**src/hw/rtl/dedm_pkg.sv**
```systemverilog
// ============================================================================
// dedm_pkg: shared types and constants
// Widths, register indexes and the stage-to-stage record of the echo meter.
// ============================================================================
package dedm_pkg;

    localparam int TRIG_W  = 8;
    localparam int COUNT_W = 19;
    localparam int SCALE_W = 16;
    localparam int DIST_W  = 13;
    localparam int PROD_W  = COUNT_W + SCALE_W;

    localparam logic [COUNT_W-1:0] COUNT_MAX = '1;
    localparam logic [DIST_W-1:0]  DIST_MAX  = '1;

    // register indexes (paddr[3:2])
    localparam logic [1:0] REG_TRIGGER_LENGTH = 2'd0;
    localparam logic [1:0] REG_TIMEOUT_LIMIT  = 2'd1;
    localparam logic [1:0] REG_DISTANCE_SCALE = 2'd2;

    localparam logic [TRIG_W-1:0]  TRIGGER_LENGTH_RST = 8'd20;
    localparam logic [COUNT_W-1:0] TIMEOUT_LIMIT_RST  = 19'd327680;
    localparam logic [SCALE_W-1:0] DISTANCE_SCALE_RST = 16'd1126;

    // per-tick result before scaling
    typedef struct packed {
        logic               trig;
        logic               busy;
        logic               done;
        logic               timed;
        logic [COUNT_W-1:0] left_ticks;
        logic [COUNT_W-1:0] right_ticks;
    } dedm_meas_t;

endpackage

```
**src/hw/rtl/dual_echo_distance_meter.sv**
```systemverilog
// ============================================================================
// dual_echo_distance_meter: two-channel ultrasonic echo timer
// Each input transfer is one timer tick carrying a start request and the two
// sampled echo levels; each tick yields exactly one output transfer. Ticks
// stream at one per clock while m_tready does not stall: the sequencer registers
// its update in the first stage, the counts are scaled to centimetres in the
// second, and the result register feeds m_tdata. An accepted tick is held in
// the sequencer's record register and then in the result register; a low
// m_tready can hold it in either. Distances are floor(ticks * scale /
// 65536) saturated to 8191; a channel that does not fall before the timeout
// reads 0 and timed_out is set. Registers (APB, 32-bit): 0x0 trigger_length,
// 0x4 timeout_limit, 0x8 distance_scale; write them only while idle.
// ============================================================================
module dual_echo_distance_meter
    import dedm_pkg::*;
(
    input  logic        clk,
    input  logic        rst_n,
    // stream in
    input  logic        s_tvalid,
    output logic        s_tready,
    input  logic [7:0]  s_tdata,   // [0] start_req, [1] echo_r, [2] echo_l
    // stream out
    output logic        m_tvalid,
    input  logic        m_tready,
    output logic [31:0] m_tdata,   // [0] trigger_level, [1] busy_res, [2] done_res,
                                   // [15:3] left_distance, [28:16] right_distance,
                                   // [29] timed_out
    // configuration
    input  logic        psel,
    input  logic        penable,
    input  logic        pwrite,
    input  logic [3:0]  paddr,
    input  logic [31:0] pwdata,
    output logic [31:0] prdata,
    output logic        pready
);

    logic [TRIG_W-1:0]  trigger_length_reg;
    logic [COUNT_W-1:0] timeout_limit_reg;
    logic [SCALE_W-1:0] distance_scale_reg;
    logic               cfg_write;
    logic               meas_valid;
    logic               meas_ready;
    dedm_meas_t         meas;

    // ---- register file -----------------------------------------------------
    assign pready    = 1'b1;
    assign cfg_write = psel && penable && pwrite && pready;

    always_ff @(posedge clk or negedge rst_n)
    begin
        if (!rst_n)
        begin
            trigger_length_reg <= TRIGGER_LENGTH_RST;
            timeout_limit_reg  <= TIMEOUT_LIMIT_RST;
            distance_scale_reg <= DISTANCE_SCALE_RST;
        end
        else if (cfg_write)
        begin
            case (paddr[3:2])
                REG_TRIGGER_LENGTH: trigger_length_reg <= pwdata[TRIG_W-1:0];
                REG_TIMEOUT_LIMIT:  timeout_limit_reg  <= pwdata[COUNT_W-1:0];
                REG_DISTANCE_SCALE: distance_scale_reg <= pwdata[SCALE_W-1:0];
                default:            ;
            endcase
        end
    end

    always_comb
    begin
        case (paddr[3:2])
            REG_TRIGGER_LENGTH: prdata = 32'(trigger_length_reg);
            REG_TIMEOUT_LIMIT:  prdata = 32'(timeout_limit_reg);
            REG_DISTANCE_SCALE: prdata = 32'(distance_scale_reg);
            default:            prdata = '0;
        endcase
    end

    // ---- stage 1: sequencer, one tick per accepted transfer ------------------
    dedm_ctrl u_ctrl (
        .clk            (clk),
        .rst_n          (rst_n),
        .in_valid       (s_tvalid),
        .in_ready       (s_tready),
        .start_req      (s_tdata[0]),
        .echo_r         (s_tdata[1]),
        .echo_l         (s_tdata[2]),
        .trigger_length (trigger_length_reg),
        .timeout_limit  (timeout_limit_reg),
        .out_valid      (meas_valid),
        .out_ready      (meas_ready),
        .meas           (meas)
    );

    // ---- stage 2: scale to centimetres, result register ----------------------
    dedm_scale u_scale (
        .clk            (clk),
        .rst_n          (rst_n),
        .in_valid       (meas_valid),
        .in_ready       (meas_ready),
        .meas           (meas),
        .distance_scale (distance_scale_reg),
        .out_valid      (m_tvalid),
        .out_ready      (m_tready),
        .out_data       (m_tdata)
    );

`ifndef NO_ASSERTIONS
    // trigger is only driven while a measurement is under way
    a_trig_busy: assert property (@(posedge clk) disable iff (!rst_n)
        (m_tvalid && m_tdata[0]) |-> m_tdata[1])
        else $error("trigger high while not busy");

    // the finishing tick leaves the block idle and never triggers
    a_done_idle: assert property (@(posedge clk) disable iff (!rst_n)
        (m_tvalid && m_tdata[2]) |-> (!m_tdata[1] && !m_tdata[0]))
        else $error("done tick shows busy or trigger");

    // an empty first stage always takes the next tick
    a_stage_ready: assert property (@(posedge clk) disable iff (!rst_n)
        !meas_valid |-> s_tready)
        else $error("input stalled with empty sequencer stage");
`endif

endmodule

```
**src/hw/rtl/dedm_ctrl.sv**
```systemverilog
// ============================================================================
// dedm_ctrl: measurement sequencer
// Trigger, wait for rise and timing of both echoes; one tick per transfer.
// ============================================================================
module dedm_ctrl
    import dedm_pkg::*;
(
    input  logic               clk,
    input  logic               rst_n,
    input  logic               in_valid,
    output logic               in_ready,
    input  logic               start_req,
    input  logic               echo_r,
    input  logic               echo_l,
    input  logic [TRIG_W-1:0]  trigger_length,
    input  logic [COUNT_W-1:0] timeout_limit,
    output logic               out_valid,
    input  logic               out_ready,
    output dedm_meas_t         meas
);

    typedef enum logic [1:0] {
        PH_IDLE,
        PH_TRIGGER,
        PH_WAIT_RISE,
        PH_MEASURE
    } phase_t;

    phase_t             phase_reg, phase_next;
    logic [COUNT_W-1:0] count_reg, count_next;
    logic               left_fin_reg, left_fin_next;
    logic               right_fin_reg, right_fin_next;
    logic [COUNT_W-1:0] left_ticks_reg, left_ticks_next;
    logic [COUNT_W-1:0] right_ticks_reg, right_ticks_next;
    logic               timeout_reg, timeout_next;
    logic               valid_reg;
    dedm_meas_t         meas_reg, meas_next;
    logic [COUNT_W-1:0] count_inc;
    logic               accept;
    logic               trig;
    logic               done;

    assign in_ready  = !valid_reg || out_ready;
    assign accept    = in_valid && in_ready;
    assign out_valid = valid_reg;
    assign meas      = meas_reg;
    assign count_inc = (count_reg < COUNT_MAX) ? count_reg + 1'b1 : count_reg;

    always_comb
    begin
        phase_next       = phase_reg;
        count_next       = count_reg;
        left_fin_next    = left_fin_reg;
        right_fin_next   = right_fin_reg;
        left_ticks_next  = left_ticks_reg;
        right_ticks_next = right_ticks_reg;
        timeout_next     = timeout_reg;
        trig             = 1'b0;
        done             = 1'b0;
        case (phase_reg)
            PH_IDLE:
            begin
                if (start_req)
                begin
                    phase_next       = PH_TRIGGER;
                    count_next       = COUNT_W'(1);
                    left_ticks_next  = '0;
                    right_ticks_next = '0;
                    timeout_next     = 1'b0;
                    left_fin_next    = 1'b0;
                    right_fin_next   = 1'b0;
                    trig             = 1'b1;
                end
            end
            PH_TRIGGER:
            begin
                // a zero length still gives one trigger tick
                if (count_reg >= COUNT_W'(trigger_length))
                begin
                    phase_next = PH_WAIT_RISE;
                end
                else
                begin
                    count_next = count_inc;
                    trig       = 1'b1;
                end
            end
            PH_WAIT_RISE:
            begin
                if (echo_r)
                begin
                    phase_next     = PH_MEASURE;
                    count_next     = '0;
                    left_fin_next  = 1'b0;
                    right_fin_next = 1'b0;
                end
            end
            PH_MEASURE:
            begin
                count_next = count_inc;
                if (!right_fin_reg && !echo_r)
                begin
                    right_fin_next   = 1'b1;
                    right_ticks_next = count_inc;
                end
                if (!left_fin_reg && !echo_l)
                begin
                    left_fin_next   = 1'b1;
                    left_ticks_next = count_inc;
                end
                if (right_fin_next && left_fin_next)
                begin
                    phase_next = PH_IDLE;
                    done       = 1'b1;
                end
                else if (count_inc >= timeout_limit)
                begin
                    if (!right_fin_next)
                        right_ticks_next = '0;
                    if (!left_fin_next)
                        left_ticks_next = '0;
                    timeout_next = 1'b1;
                    phase_next   = PH_IDLE;
                    done         = 1'b1;
                end
            end
            default:
            begin
                phase_next = PH_IDLE;
            end
        endcase

        meas_next.trig        = trig;
        meas_next.busy        = (phase_next != PH_IDLE);
        meas_next.done        = done;
        meas_next.timed       = timeout_next;
        meas_next.left_ticks  = left_ticks_next;
        meas_next.right_ticks = right_ticks_next;
    end

    always_ff @(posedge clk or negedge rst_n)
    begin
        if (!rst_n)
        begin
            phase_reg       <= PH_IDLE;
            count_reg       <= '0;
            left_fin_reg    <= 1'b0;
            right_fin_reg   <= 1'b0;
            left_ticks_reg  <= '0;
            right_ticks_reg <= '0;
            timeout_reg     <= 1'b0;
            valid_reg       <= 1'b0;
            meas_reg        <= '0;
        end
        else
        begin
            if (in_ready)
                valid_reg <= in_valid;
            if (accept)
            begin
                phase_reg       <= phase_next;
                count_reg       <= count_next;
                left_fin_reg    <= left_fin_next;
                right_fin_reg   <= right_fin_next;
                left_ticks_reg  <= left_ticks_next;
                right_ticks_reg <= right_ticks_next;
                timeout_reg     <= timeout_next;
                meas_reg        <= meas_next;
            end
        end
    end

endmodule

```
**src/hw/rtl/dedm_scale.sv**
```systemverilog
// ============================================================================
// dedm_scale: ticks to centimetres
// Q0.16 multiply of both captured counts, saturation, and the result register.
// ============================================================================
module dedm_scale
    import dedm_pkg::*;
(
    input  logic               clk,
    input  logic               rst_n,
    input  logic               in_valid,
    output logic               in_ready,
    input  dedm_meas_t         meas,
    input  logic [SCALE_W-1:0] distance_scale,
    output logic               out_valid,
    input  logic               out_ready,
    output logic [31:0]        out_data
);

    logic [PROD_W-1:0]  left_prod, right_prod;
    logic [COUNT_W-1:0] left_int, right_int;
    logic [DIST_W-1:0]  left_cm, right_cm;
    logic [31:0]        data_reg, data_next;
    logic               valid_reg;

    assign in_ready  = !valid_reg || out_ready;
    assign out_valid = valid_reg;
    assign out_data  = data_reg;

    always_comb
    begin
        left_prod  = PROD_W'(meas.left_ticks) * PROD_W'(distance_scale);
        right_prod = PROD_W'(meas.right_ticks) * PROD_W'(distance_scale);
        left_int   = left_prod[PROD_W-1:16];
        right_int  = right_prod[PROD_W-1:16];
        left_cm    = (|left_int[COUNT_W-1:DIST_W]) ? DIST_MAX : left_int[DIST_W-1:0];
        right_cm   = (|right_int[COUNT_W-1:DIST_W]) ? DIST_MAX : right_int[DIST_W-1:0];
        data_next  = {2'b00, meas.timed, right_cm, left_cm,
                      meas.done, meas.busy, meas.trig};
    end

    always_ff @(posedge clk or negedge rst_n)
    begin
        if (!rst_n)
            valid_reg <= 1'b0;
        else if (in_ready)
            valid_reg <= in_valid;
    end

    always_ff @(posedge clk)
    begin
        if (in_ready && in_valid)
            data_reg <= data_next;
    end

endmodule

```
**config.mk**
```make
export PLATFORM = sky130hd
export DESIGN_NAME = dual_echo_distance_meter
export DESIGN_NICKNAME = d
export VERILOG_FILES = /design/src/hw/rtl/dedm_pkg.sv /design/src/hw/rtl/dual_echo_distance_meter.sv /design/src/hw/rtl/dedm_ctrl.sv /design/src/hw/rtl/dedm_scale.sv
export SDC_FILE = /design/constraint.sdc
export NUM_CORES = 2
export LEC_CHECK = 0
export BUFFER_PORTS_ARGS = -buffer_cell sky130_fd_sc_hd__buf_2
export CAP_MARGIN = 20
export CORE_MARGIN = 2
export CORE_UTILIZATION = 37
export DETAILED_ROUTE_END_ITERATION = 8
export SETUP_SLACK_MARGIN = 0.4
export SLEW_MARGIN = 5
export SYNTH_ARGS = -nofsm -noshare
export SYNTH_HDL_FRONTEND = slang
export SYNTH_HIERARCHICAL = 1
export SYNTH_SLANG_ARGS = --single-unit
```
**constraint.sdc**
```tcl
create_clock -name clk -period 8.26 [get_ports clk]
set_input_delay 1.652 -clock clk [delete_from_list [all_inputs] [get_ports clk]]
set_output_delay 1.652 -clock clk [all_outputs]
set_load 0.05 [all_outputs]
```
# Word level (Yosys, flattened, before mapping)
# Index checks and enable logic that the tools add are counted.
[totals]
regBits = 140
input_bits = 51
out_inout_bits = 67
wordCells = 103
[classes]
n_addsub = 1
n_mul = 2
n_lt_le_gt_ge = 3
eq_ne = 10
mux = 40
reduce_logical = 29
[ops]
columns = ["cell", "n"]
rows = [
  ["19-bit 2-to-1 mux", 13],
  ["19-bit case mux with 2 select lines", 2],
  ["19-bit case mux with 4 select lines", 1],
  ["19-bit by 16-bit multiplier with 35-bit output", 2],
  ["19-bit case mux with 3 select lines", 1],
  ["19-bit by 1-bit adder with 19-bit output (second input constant)", 1],
  ["19-bit >= comparator", 1],
  ["19-bit by 8-bit >= comparator with 1-bit output", 1],
  ["19-bit less-than comparator (second input constant)", 1],
  ["1-bit 2-to-1 mux", 13],
  ["6-bit OR reduction", 2],
  ["2-bit 2-to-1 mux", 5],
  ["2-bit inequality test (second input constant)", 4],
  ["2-bit case mux with 4 select lines", 1],
  ["4-bit AND reduction", 2],
  ["1-bit logical AND", 7],
  ["2-bit == test (second input constant)", 3],
  ["1-bit zero test", 6],
  ["1-bit case mux with 3 select lines", 2],
  ["2-bit AND reduction", 3],
  ["5-bit AND reduction", 1],
  ["2-bit by 1-bit == test with 1-bit output (second input constant)", 2],
  ["2-bit zero test", 2],
  ["1-bit case mux with 2 select lines", 2],
  ["5 further kinds", 7],
]

# Logic depth before layout (Yosys ltp)
[logic_depth]
word_depth = 8
mapped_depth = 25
ltp_nobuf = 21

# Modules after synthesis
# The synthesis kept the hierarchy.
[by_module_without_submodules]
columns = ["module", "instances", "cells_each", "area_per_inst_um2", "seq_area_each_um2"]
rows = [
  ["dedm_scale", 1, 2393, 21028.9, 925.9],
  ["dedm_ctrl", 1, 404, 3943.8, 1651.6],
  ["dual_echo_distance_meter", 1, 152, 2077.0, 1087.3],
]

# Worst setup path before layout
# Ideal clock, no wire load.
[synth_path]
path_type = "reg-to-reg"
start = "register distance_scale_reg[2]"
end = "register u_scale.data_reg[17], in the netlist u_scale/out_data[17], data pin"
setup_ps = 265
t_arrival_ps = 6259
required_ps = 7995
setup_slack_ps = 1736
stages_incl_launch_ff = 23
synth_period_minus_slack_ps = 6524
path_cell_list = "dfstp_2 -> clkbuf_1 -> clkbuf_1 -> nand2_1 -> fa_1 -> fa_1 -> fa_1 -> inv_1 -> fa_1 -> fa_1 -> inv_1 -> fa_1 -> inv_1 -> ha_1 -> a21oi_1 -> o21ai_0 -> a31o_2 -> a31oi_1 -> and3_1 -> o311ai_1 -> nor4_2 -> buf_6 -> nand3_1"
[synth_between]
elab_chain_cells = 2
[synth_rtl]
columns = ["item", "line_no", "rtl"]
rows = [
  ["start, declared", "dual_echo_distance_meter.sv:41", "logic [SCALE_W-1:0] distance_scale_reg;"],
  ["start signal, assigned", "dual_echo_distance_meter.sv:64", "REG_DISTANCE_SCALE: distance_scale_reg <= pwdata[SCALE_W-1:0];"],
  ["19-bit by 16-bit multiplier with 35-bit output (*)", "dedm_scale.sv:32", "right_prod = PROD_W'(meas.right_ticks) * PROD_W'(distance_scale);"],
  ["6-bit OR reduction", "dedm_scale.sv:36", "right_cm = (|right_int[COUNT_W-1:DIST_W]) ? DIST_MAX : right_int[DIST_W-1:0];"],
  ["end signal, assigned", "dedm_scale.sv:52", "data_reg <= data_next;"],
  ["end, declared", "dedm_scale.sv:22", "logic [31:0] data_reg, data_next;"],
]
# Mark *: on every way between the ends. The rest lies on a longest branch, timed or not.
# A chain may end at the register's enable or synchronous reset.

# Worst setup path after layout
[layout_path]
start = "register distance_scale_reg[2]"
end = "register u_scale.data_reg[6], in the netlist u_scale/out_data[6], data pin"
[layout_between]
elab_chain_cells = 2
[layout_rtl]
columns = ["item", "line_no", "rtl"]
rows = [
  ["19-bit by 16-bit multiplier with 35-bit output (*)", "dedm_scale.sv:31", "left_prod = PROD_W'(meas.left_ticks) * PROD_W'(distance_scale);"],
  ["6-bit OR reduction", "dedm_scale.sv:35", "left_cm = (|left_int[COUNT_W-1:DIST_W]) ? DIST_MAX : left_int[DIST_W-1:0];"],
]
# Marks and branches as above.

==> metrics.yaml <==
critical_path:
  r2r-start: "distance_scale_reg[2]"
  ff2ff_path_depth: 18
  cp-end-kind: "flop"
  required_ns: 8.41
  crit_type: "flop to flop"
  rrSetupSlack_ns: 0.98
  timing.rr.end: "u_scale/out_data[6]"
  crit_arrival_ns: 7.44
  critPathLaunchType: "flop"
  cp_max_fo: 33
power_and_ir_drop:
  power_density_nw_per_um2: 121
  peakVddDrop_uv: 140
  power.leakage_nw: 14.2
synth:
  synthArstFlopShare_pct: 78.6
  syn_area_per_cell_sq_um: 9.17
  yosysTopAreaCellShare_pct: 34.8
  yosysTopAreaCell: "fa_1"
  synthFlopType: "dfrtp_1"
  synth-seq-area-share_pct: 13.5
  syn-cell-area_sq_um: 27000
  yosys_warnings: 6
  synth_area_leaders: "fa_1, ha_1, dfrtp_1"
  synthDistinctLibCells: 96
  synth-edff-count: 30
  ys_ff_latch: 140
  synth_cells: 2949
finish:
  drive_above_1_share_pct: 8.20
  final_util_pct: 39.5
  final_cells: 3899
  seq_area_sq_um: 3670
  largest_reg_flops: 42
  fin_nets: 3684
  num_antenna_cells: 0
  n_fill_cell: 7238
  multi_input_area_sq_um: 20400
  syn_to_final_growth_pct: 6.27
sta:
  fin_setup_tns_ns: 0
  tightest_slew_ns: 1.01
  maxSlewViolCount: 0
  hold_viol: 0
  timing.fmax_mhz: 137
  grt_setup_unrepaired: "false"
  fin_crit_sh_pct: 88.2
  min_period_ns: 7.28
  skew_ns: 0.0143
  slew_headroom_pct: 32.4
  setup_viol: 0
clock_tree:
  clockRootBuffer: "clkbuf_16"
  cts_buffer_depth: 2
  cts_resized: 0
  post_cts_buffers: 0
  clkTransAtPathRegs_ns: 0.07
  clock_latency_ns: 0.45
  cts_max_level: 4
  cts_tree: "yes"
  clkSinkCount: 140
  cts_hold_buf: 0
  cts_buffers: 17
place:
  dp_cells: 3866
  dp_hpwl_um: 52200
  portBuffers: 81
  routabilityCongestion: 0.896
detailed_routing:
  avgViaCountPerCell: 5.05
  detail_route.first_pass.iterations: 5
  postRouteAntennaNets: 0
  wirelength_um: 68000
  drc: 0
  wl_per_cell_um: 17.5
  vias: 19700
  drtIter0Drc: 1032
global_route:
  grt_overflow: 0
  grt_pass1_vias: 21100
  grt_usage_pct: 18.9
  antenna_found_initial: 0
  grt_max_degree: 59
  grt_pass1_wl_um: 113000
min_path:
  holdPathStages: 0
  min_to: "u_scale/out_data[1]"
  min_from: "u_ctrl/meas[40]"
  min_path_type: "flop to flop"
floorplanning:
  dieArea_sq_um: 75300
  die_h_um: 274
  start_util_pct: 37.2
  boundaryPins: 118
  core-area_sq_um: 72700
  die_w_um: 274
  num_rows: 99
outcome:
  status: "completed"
job:
  cap_violations: 0
## layout by cell type, fill, tap and decap left out, drive strengths merged, types with 7 or more instances in the layout
cell type  instances
nand4             30
and3              14
nor4               7
a21oi             80
nand3             57
o211ai            11
edfxtp            30
o21ai             68
mux2              43
clkbuf            20
o2bb2ai           25
buf              113
nand2b            10
nor3              20
o21a               7
ha               236
xnor2             28
a31oi              7
a211oi            16
nor2              57
conb              16
and4               7
nand2            382
xor2              19
and2             312
a21o              18
dfstp              9
mux2i             11
fa               470
o31ai             11
a22o              31
inv              592
dfrtp            101
## per-stage QoR
step                      setup slack [ns]  cell area [sq um]  hold WS (ns)  total power [W]
after floorplan                       1.74              27100         0.425          0.00215
after global placement               0.997              28100         0.436          0.00269
after detailed placement              1.01              28200         0.451          0.00271
after CTS                            0.991              28700         0.476          0.00352
after global routing                 0.480              28700         0.487          0.00376
final                                0.976              28700         0.468          0.00349
## Yosys cell counts (14+ instances only)
library cell and count:
inv_1 584, fa_1 470, nand2_1 381, and2_1 310, ha_1 236, clkbuf_1 116, dfrtp_1 101, a21oi_1 79
o21ai_0 63, nor2_1 57, nand3_1 51, mux2_2 33, edfxtp_1 30, nand4_1 29, xnor2_1 28, o2bb2ai_1 24
buf_4 23, a22o_1 21, nor3_1 19, xor2_1 19, buf_2 17, a21o_1 16, a211oi_1 14, and3_1 14
## cell type report
cell class	count	area share [%]
clock buffers	20	1.59
clock inverters	12	0.427
inverters	585	7.64
multi-input cells	2070	71.1
flip-flops and latches	140	12.8
well taps	959	4.17
repair buffers	113	2.32
## critical path, cell delays in order (launching register included)
cell and delay, ns:
dfstp_2 1.10, nand2_1 0.17, fa_1 0.53, fa_1 0.54, inv_1 0.05, fa_1 0.48
fa_1 0.53, fa_1 0.49, inv_1 0.05, fa_1 0.49, inv_1 0.04, ha_1 0.44
nand3_1 0.19, nor2_1 0.22, nand4_1 0.12, o221ai_1 0.36, o21ai_0 0.23, o211ai_1 0.76
nand3_1 0.17
## worst max-delay path by stage
| stage | from | depth (start not counted) | slack (ns) | end |
|---|---|---|---|---|
| floorplan | distance_scale_reg[2] | 22 | 1.74 | u_scale/out_data[17] |
| CTS | distance_scale_reg[2] | 19 | 0.99 | u_scale/out_data[7] |
| global placement | distance_scale_reg[4] | 20 | 1.0 | u_scale/out_data[7] |
| detailed placement | distance_scale_reg[2] | 19 | 1.01 | u_scale/out_data[7] |
| finish | distance_scale_reg[2] | 18 | 0.98 | u_scale/out_data[6] |
| global route | distance_scale_reg[2] | 19 | 0.48 | u_scale/out_data[7] |
## power breakdown
group	switching [W]	leakage (nW)	internal [W]	total, W
logic	0.000978	12.2	0.000568	0.00155
registers	0.000328	1.72	0.000826	0.00115
clock network	0.000348	0.277	0.000438	0.000786
## layer usage
layer	part of all wire [%]	GRT usage [%]
met1	45	25.3
met2	49	32.2
met4	2.5	5.65
met5	0	0
met3	4.1	1.91
## cells by family after synthesis
family / Yosys count / share of synthesized area, %
fa+ha+maj: 706 / 45.7
simple gates: 919 / 17.2
other cells: 3 / 0.0416
buf+inv: 752 / 11.1
compound gates: 328 / 8.57
xor+xnor: 47 / 1.52
mux: 54 / 2.34
flops: 140 / 13.5
Power figures use the tool's default switching activity.
